==> config.mk <==
export PLATFORM = sky130hd
export DESIGN_NAME = morse_key_decoder
export DESIGN_NICKNAME = d
export VERILOG_FILES = /design/src/hdl/mkd_pkg.sv /design/src/hdl/mkd_cfg_regs.sv /design/src/hdl/mkd_decode_core.sv /design/src/hdl/morse_key_decoder.sv
export SDC_FILE = /design/constraint.sdc
export NUM_CORES = 1
export LEC_CHECK = 0
export ABC_CLOCK_PERIOD_IN_PS = 4000
export BUFFER_PORTS_ARGS = -buffer_cell sky130_fd_sc_hd__buf_2
export CAP_MARGIN = 0
export CORE_MARGIN = 4
export CORE_UTILIZATION = 50
export DETAILED_ROUTE_END_ITERATION = 8
export MAX_ROUTING_LAYER = met4
export PLACE_DENSITY = 0.69
export SLEW_MARGIN = 20
export SYNTH_ARGS = -nofsm -noshare
export SYNTH_HDL_FRONTEND = slang
export SYNTH_SLANG_ARGS = --single-unit
==> constraint.sdc <==
create_clock -name clk_i -period 4 [get_ports clk_i]
set_clock_uncertainty 0.1 [all_clocks]
set_input_delay 1 -clock clk_i [delete_from_list [all_inputs] [get_ports clk_i]]
set_output_delay 1 -clock clk_i [all_outputs]
set_load 0.1 [all_outputs]
==> src/hdl/mkd_pkg.sv <==
// Package for the Morse key decoder: widths, configuration and result types,
// the press classifier and the dichotomic character table.
// Has no dependencies; every other file of the block uses it.
`timescale 1ns / 1ps
`default_nettype none

package mkd_pkg;

  localparam int unsigned CountWidth = 8;
  localparam int unsigned LimitWidth = 8;
  localparam int unsigned CmpWidth   = (CountWidth > LimitWidth) ? CountWidth : LimitWidth;
  localparam int unsigned IndexWidth = 6;
  localparam int unsigned DepthWidth = 3;
  localparam int unsigned CharWidth  = 7;
  localparam int unsigned CfgIdxWidth = 2;
  localparam int unsigned InDataWidth  = 8;
  localparam int unsigned OutDataWidth = 16;

  localparam logic [CountWidth-1:0] CountMax  = {CountWidth{1'b1}};
  localparam logic [IndexWidth-1:0] RootIndex = IndexWidth'(31);
  localparam logic [DepthWidth-1:0] MaxDepth  = DepthWidth'(5);

  localparam logic [64*8-1:0] CodeString =
      "5h4s#v3i#f#u##2e#l#r+##a#p#w#j1#6b=d/x#n#c#k#y#t7z#g#q#m8##o9#0#";

  typedef enum logic [CfgIdxWidth-1:0] {
    CFG_SHORT_LIMIT = 2'd0,
    CFG_LONG_LIMIT  = 2'd1,
    CFG_LETTER_GAP  = 2'd2,
    CFG_UNUSED      = 2'd3
  } cfg_idx_e;

  typedef enum logic [1:0] {
    CLASS_NONE  = 2'd0,
    CLASS_SHORT = 2'd1,
    CLASS_LONG  = 2'd2,
    CLASS_ERROR = 2'd3
  } press_class_e;

  typedef struct packed {
    logic [LimitWidth-1:0] short_limit;
    logic [LimitWidth-1:0] long_limit;
    logic [LimitWidth-1:0] letter_gap;
  } cfg_t;

  typedef struct packed {
    logic [1:0]           press_class;
    logic [CharWidth-1:0] letter_char;
    logic                 letter_valid;
  } result_t;

  function automatic press_class_e class_of(input logic [CountWidth-1:0] ticks,
                                            input cfg_t cfg);
    logic [CmpWidth-1:0] t;
    logic [CmpWidth-1:0] s;
    logic [CmpWidth-1:0] l;
    t = CmpWidth'(ticks);
    s = CmpWidth'(cfg.short_limit);
    l = CmpWidth'(cfg.long_limit);
    if (t == '0) begin
      return CLASS_NONE;
    end else if (t <= s) begin
      return CLASS_SHORT;
    end else if (t <= l) begin
      return CLASS_LONG;
    end else begin
      return CLASS_ERROR;
    end
  endfunction

  function automatic logic [CharWidth-1:0] code_char(input logic [IndexWidth-1:0] idx);
    logic [7:0] byte_val;
    byte_val = CodeString[(7'd63 - 7'(idx)) * 8 +: 8];
    return byte_val[CharWidth-1:0];
  endfunction

endpackage

`default_nettype wire

==> src/hdl/mkd_cfg_regs.sv <==
// Configuration register file of the Morse key decoder: three timing limits.
// Depends on mkd_pkg.
`timescale 1ns / 1ps
`default_nettype none

module mkd_cfg_regs (
  input  wire logic                            clk_i,
  input  wire logic                            rst_ni,
  input  wire logic                            cfg_valid_i,
  input  wire logic [mkd_pkg::CfgIdxWidth-1:0] cfg_index_i,
  input  wire logic [mkd_pkg::LimitWidth-1:0]  cfg_data_i,
  output mkd_pkg::cfg_t                        cfg_o
);

  mkd_pkg::cfg_t cfg_q;
  mkd_pkg::cfg_t cfg_d;

  always_comb begin
    cfg_d = cfg_q;
    if (cfg_valid_i) begin
      unique case (mkd_pkg::cfg_idx_e'(cfg_index_i))
        mkd_pkg::CFG_SHORT_LIMIT: cfg_d.short_limit = cfg_data_i;
        mkd_pkg::CFG_LONG_LIMIT:  cfg_d.long_limit  = cfg_data_i;
        mkd_pkg::CFG_LETTER_GAP:  cfg_d.letter_gap  = cfg_data_i;
        default:                  cfg_d = cfg_q;
      endcase
    end
  end

  always_ff @(posedge clk_i or negedge rst_ni) begin
    if (!rst_ni) begin
      cfg_q.short_limit <= mkd_pkg::LimitWidth'(4);
      cfg_q.long_limit  <= mkd_pkg::LimitWidth'(12);
      cfg_q.letter_gap  <= mkd_pkg::LimitWidth'(15);
    end else begin
      cfg_q <= cfg_d;
    end
  end

  assign cfg_o = cfg_q;

endmodule

`default_nettype wire

==> src/hdl/mkd_decode_core.sv <==
// Tick counters and dichotomic tree walker of the Morse key decoder.
// Updates its state on each accepted tick and computes that tick's result.
// Depends on mkd_pkg.
`timescale 1ns / 1ps
`default_nettype none

module mkd_decode_core (
  input  wire logic    clk_i,
  input  wire logic    rst_ni,
  input  wire logic    tick_i,
  input  wire logic    key_i,
  input  wire mkd_pkg::cfg_t cfg_i,
  output mkd_pkg::result_t result_o
);

  logic [mkd_pkg::CountWidth-1:0] press_q, press_d;
  logic [mkd_pkg::CountWidth-1:0] silence_q, silence_d;
  logic [mkd_pkg::IndexWidth-1:0] index_q, index_d, index_mid;
  logic [mkd_pkg::DepthWidth-1:0] depth_q, depth_d, depth_mid;
  logic                           key_prev_q;
  logic [mkd_pkg::IndexWidth-1:0] step;
  logic [mkd_pkg::CmpWidth-1:0]   silence_cmp;
  mkd_pkg::press_class_e          rel_class;
  logic                           emit;

  always_comb begin
    press_d   = press_q;
    silence_d = silence_q;
    index_mid = index_q;
    depth_mid = depth_q;
    rel_class = mkd_pkg::class_of(press_q, cfg_i);
    step      = mkd_pkg::IndexWidth'(5'd16 >> depth_q);
    if (key_i) begin
      if (press_q != mkd_pkg::CountMax) begin
        press_d = press_q + 1'b1;
      end
      silence_d = '0;
    end else begin
      if (key_prev_q && depth_q < mkd_pkg::MaxDepth) begin
        if (rel_class == mkd_pkg::CLASS_SHORT) begin
          index_mid = index_q - step;
          depth_mid = depth_q + 1'b1;
        end else if (rel_class == mkd_pkg::CLASS_LONG) begin
          index_mid = index_q + step;
          depth_mid = depth_q + 1'b1;
        end
      end
      press_d = '0;
      if (silence_q != mkd_pkg::CountMax) begin
        silence_d = silence_q + 1'b1;
      end
    end
    silence_cmp = mkd_pkg::CmpWidth'(silence_d);
    emit = (silence_cmp > mkd_pkg::CmpWidth'(cfg_i.letter_gap)) && (depth_mid != '0);
    index_d = emit ? mkd_pkg::RootIndex : index_mid;
    depth_d = emit ? '0 : depth_mid;
    result_o.letter_valid = emit;
    result_o.letter_char  = emit ? mkd_pkg::code_char(index_mid) : '0;
    result_o.press_class  = mkd_pkg::class_of(press_d, cfg_i);
  end

  always_ff @(posedge clk_i or negedge rst_ni) begin
    if (!rst_ni) begin
      press_q    <= '0;
      silence_q  <= '0;
      index_q    <= mkd_pkg::RootIndex;
      depth_q    <= '0;
      key_prev_q <= 1'b0;
    end else if (tick_i) begin
      press_q    <= press_d;
      silence_q  <= silence_d;
      index_q    <= index_d;
      depth_q    <= depth_d;
      key_prev_q <= key_i;
    end
  end

endmodule

`default_nettype wire

==> src/hdl/morse_key_decoder.sv <==
// A result is registered and appears on the master side in the cycle after its tick is accepted.
// Throughput: one tick per cycle; the single output register refills in the cycle
// it is taken, so input stalls only while an unread result is held back.
// Reset (rst_ni low, asynchronous) restores the default limits 4, 12 and 15,
// clears both counters, puts the tree index at its root and drops any held result.
`timescale 1ns / 1ps
`default_nettype none

module morse_key_decoder (
  input  wire logic                              clk_i,
  input  wire logic                              rst_ni,
  input  wire logic                              s_axis_tvalid,
  output      logic                              s_axis_tready,
  input  wire logic [mkd_pkg::InDataWidth-1:0]   s_axis_tdata,  // [0] key_pressed
  output      logic                              m_axis_tvalid,
  input  wire logic                              m_axis_tready,
  // [0] letter_valid, [7:1] letter_char, [9:8] press_class, upper bits zero
  output      logic [mkd_pkg::OutDataWidth-1:0]  m_axis_tdata,
  input  wire logic                              cfg_valid_i,
  output      logic                              cfg_ready_o,
  input  wire logic [mkd_pkg::CfgIdxWidth-1:0]   cfg_index_i,
  input  wire logic [mkd_pkg::LimitWidth-1:0]    cfg_data_i
);

  mkd_pkg::cfg_t    cfg;
  mkd_pkg::result_t result;
  mkd_pkg::result_t out_q;
  logic             out_valid_q;
  logic             tick;

  assign cfg_ready_o   = 1'b1;
  assign s_axis_tready = !out_valid_q || m_axis_tready;
  assign tick          = s_axis_tvalid && s_axis_tready;

  mkd_cfg_regs u_cfg (
    .clk_i       (clk_i),
    .rst_ni      (rst_ni),
    .cfg_valid_i (cfg_valid_i),
    .cfg_index_i (cfg_index_i),
    .cfg_data_i  (cfg_data_i),
    .cfg_o       (cfg)
  );

  mkd_decode_core u_core (
    .clk_i    (clk_i),
    .rst_ni   (rst_ni),
    .tick_i   (tick),
    .key_i    (s_axis_tdata[0]),
    .cfg_i    (cfg),
    .result_o (result)
  );

  always_ff @(posedge clk_i or negedge rst_ni) begin
    if (!rst_ni) begin
      out_valid_q <= 1'b0;
    end else if (s_axis_tready) begin
      out_valid_q <= s_axis_tvalid;
    end
  end

  always_ff @(posedge clk_i) begin
    if (tick) begin
      out_q <= result;
    end
  end

  assign m_axis_tvalid = out_valid_q;
  assign m_axis_tdata  = mkd_pkg::OutDataWidth'(out_q);

endmodule

`default_nettype wire

==> impl_metrics.tcl <==
set metrics [dict create \
    drc 0 \
    multi_input_area_um2 3170 \
    ios 42 \
    ys_types 72 \
    netlist_instances 560 \
    final_cell_mix "69 x nand2_1, 66 x ha_1, 48 x inv_1, 37 x dfrtp_1, 35 x o21ai_0" \
    placedCellCount 724 \
    dieArea_um2 11700 \
    design.core.area_um2 9770 \
    drt_iter0_drc 236 \
    setup-violations-final 0 \
    grt_usage 0.226 \
    fillCellCount 892 \
    diodes 0 \
    cts_made_buffers 9 \
    grt_pass1_vias 4222 \
    max_freq_mhz 263 \
    power_leakage_nw 2.70 \
    cts-root-buf "clkbuf_8" \
    utilization 0.580 \
    r2r_cells 14 \
    die-height_um 108 \
    ant_nets 0 \
    cp_data_required_time_ns 4.00 \
    drt-wirelength-per-cell_um 16.0 \
    grt_max_degree 41 \
    yosysTopAreaCell "dfrtp_1" \
    start_util 0.515 \
    chipWidth_um 108 \
    dp_hpwl_um 9110 \
    seq_area_frac_synth 0.316 \
    hp-class "flop to flop" \
    tightest_slew_ns 0.919 \
    setup_ws_ns 0.199 \
    area_growth_syn_to_layout_pct 12.5 \
    clkTransAtPathRegs_ns 0.07 \
    gp_congestion 0.920 \
    final_cell_area_um2 5670 \
    synthTopCellsByArea "dfrtp_1 19%, ha_1 16%, dfstp_2 6.3%" \
    antenna_found_initial 0 \
    status "completed" \
    cts.sinks 61 \
    cp.arrival_ns 3.80 \
    post-route-period-util 0.950 \
    async_reset_ff_frac 0.836 \
    power_density_nw_per_um2 577 \
    nets 693 \
    cp_max_fo 22 \
    ff_latch_area_um2 1590 \
    rows 36 \
    final_common_cell "nand2_1" \
    grt-ovfl-total 0 \
    via_count 4267 \
    first_pass_iters 5 \
    synth_ff_type "dfrtp_1" \
    start_kind "flop" \
    worstSetupPathType "flop to flop" \
    finalMaxSlewViolations 0 \
    cts_tree "done" \
    cp_cell_sequence "inv_1 > ha_1 > and2_1 > ha_1 > inv_1 > fa_1 > or4b_1 > a221oi_4 > a221oi_4 > buf_4 > or3_1 > o32a_1 > o211ai_1 > a21oi_1" \
    synth-seq-cells 61 \
    yosys_warnings 0 \
    wirelength_um 11800 \
    vdd_drop_max_mv 0.387 \
    port_buffers 27 \
    power_mw 3.27 \
    maxCapViolations 0 \
    grt_pass1_wl_um 20500 \
    placed_area_um2 5410 \
    clock_latency_ns 0.36 \
    synthesis.area_um2 5040 \
    cts_buffer_depth 2 \
    preCtsSetupSlack_ns 0.154 \
    critPathSlowestCell "or4b_1" \
    hold_viol 0 \
    max_stage_delay_ns 0.53 \
    synth_top_area_share 0.194 \
    cts_setup_buffers 0 \
    synth_edf_count 10 \
    final.min_clock_period_ns 3.80 \
    finalNonFillerCells 740 \
    via_per_inst 5.77 \
    synth_area_per_cell_um2 8.99 \
    drive_above_1_share 0.194 \
    cp-end-kind "flop" \
    hold_depth 2 \
    htreeDepth 3 \
    relSlewSlack 0.387 \
]
==> cell families after synthesis <==
family                   count (synthesis)  share of synthesized area
flip-flops                              61                      0.316
other                                    2                    0.00149
buffers and inverters                   75                     0.0641
AO/OA/AOI/OAI                          150                      0.201
XOR/XNOR                                 9                     0.0157
adder cells (fa/ha/maj)                 68                      0.172
multiplexers                            31                     0.0688
AND/OR/NAND/NOR                        164                      0.161
==> routing by layer <==
layer  track usage  part of all wire  up-vias
met1         0.302              0.47     2056
li1              -                 -     2090
met2         0.352              0.46      102
met4        0.0803             0.019        0
met5             -                 0        -
met3        0.0352             0.045       19
==> flip-flops by register name, indices dropped and copies added (netlist names) <==
signal / count
m_axis_tdata: 10
m_axis_tvalid: 1
u_cfg.cfg_o: 24
u_core.depth_q: 3
u_core.index_q: 6
u_core.key_prev_q: 1
u_core.press_q: 8
u_core.silence_q: 8
==> metrics by stage <==
stage                     setup TNS (ns)  hold WS (ns)
after floorplan                        0         0.370
after CTS                              0         0.403
after global routing            -0.00462         0.438
final                                  0         0.397
after global placement                 0         0.385
after detailed placement               0         0.390
==> critical path: cells and delay by family (launching register included) <==
kind	cells	cell delay, ns
buffers and inverters	3	0.42
adder cells (fa/ha/maj)	3	0.65
AND/OR/NAND/NOR	3	1.17
AO/OA/AOI/OAI	5	0.75
flip-flops	1	0.45
==> layout make-up <==
cell class              instances  share of cell area
multi-input cells             429               0.560
flip-flops and latches         61               0.281
repair buffers                 50              0.0565
inverters                      51              0.0338
well taps                     133              0.0294
clock buffers                  10              0.0263
clock inverters                 6              0.0124
==> report_power, final <==
part	switching [mW]	internal [mW]
logic	1.08	0.737
clock network	0.269	0.328
registers	0.0918	0.762
==> synth_stat cells (2+ instances only) <==
library cell,n
mux2i_1,11
dfrtp_1,39
o22a_1,2
o32a_1,2
buf_4,7
nor2_1,29
a21oi_2,2
a211o_1,2
nand4_1,10
nor3b_1,4
a211oi_1,5
xnor2_1,4
o211ai_1,5
conb_1,2
dfstp_2,12
a31oi_1,16
o21bai_1,2
o31ai_1,4
a21boi_0,3
clkbuf_1,10
buf_2,6
a21oi_1,31
o22ai_1,7
o32ai_1,2
ha_1,66
o31a_1,2
nand3_1,12
nand3b_1,3
o21ai_0,35
and2_1,2
o21a_1,5
inv_1,48
nand2b_1,7
fa_1,2
clkinv_1,2
nand2_1,69
o221ai_1,3
mux2_2,19
xor2_1,5
nor2b_1,5
nor3_1,5
edfxtp_1,10
and3_1,8
a21o_1,7
==> path summary, 6_finish.rpt <==
path                                    from                end  slack [ns]
setup / recovery           u_core.depth_q[0]    m_axis_tdata[7]        0.20
max in group asynchronous             rst_ni    u_cfg.cfg_o[10]        2.33
hold reg to reg            u_core.index_q[5]  u_core.index_q[5]        0.40
min in group asynchronous             rst_ni  u_core.press_q[3]        0.68
setup reg to reg           u_core.depth_q[0]    m_axis_tdata[7]        0.20
hold / removal             u_core.index_q[5]  u_core.index_q[5]        0.40
==> repair_timing <==
item	4_1_cts	5_1_grt
resized for setup	0	7
endpoints found under the setup margin	0	2
hold buffers	0	0
Note: power is estimated with default switching activity, not from simulation.
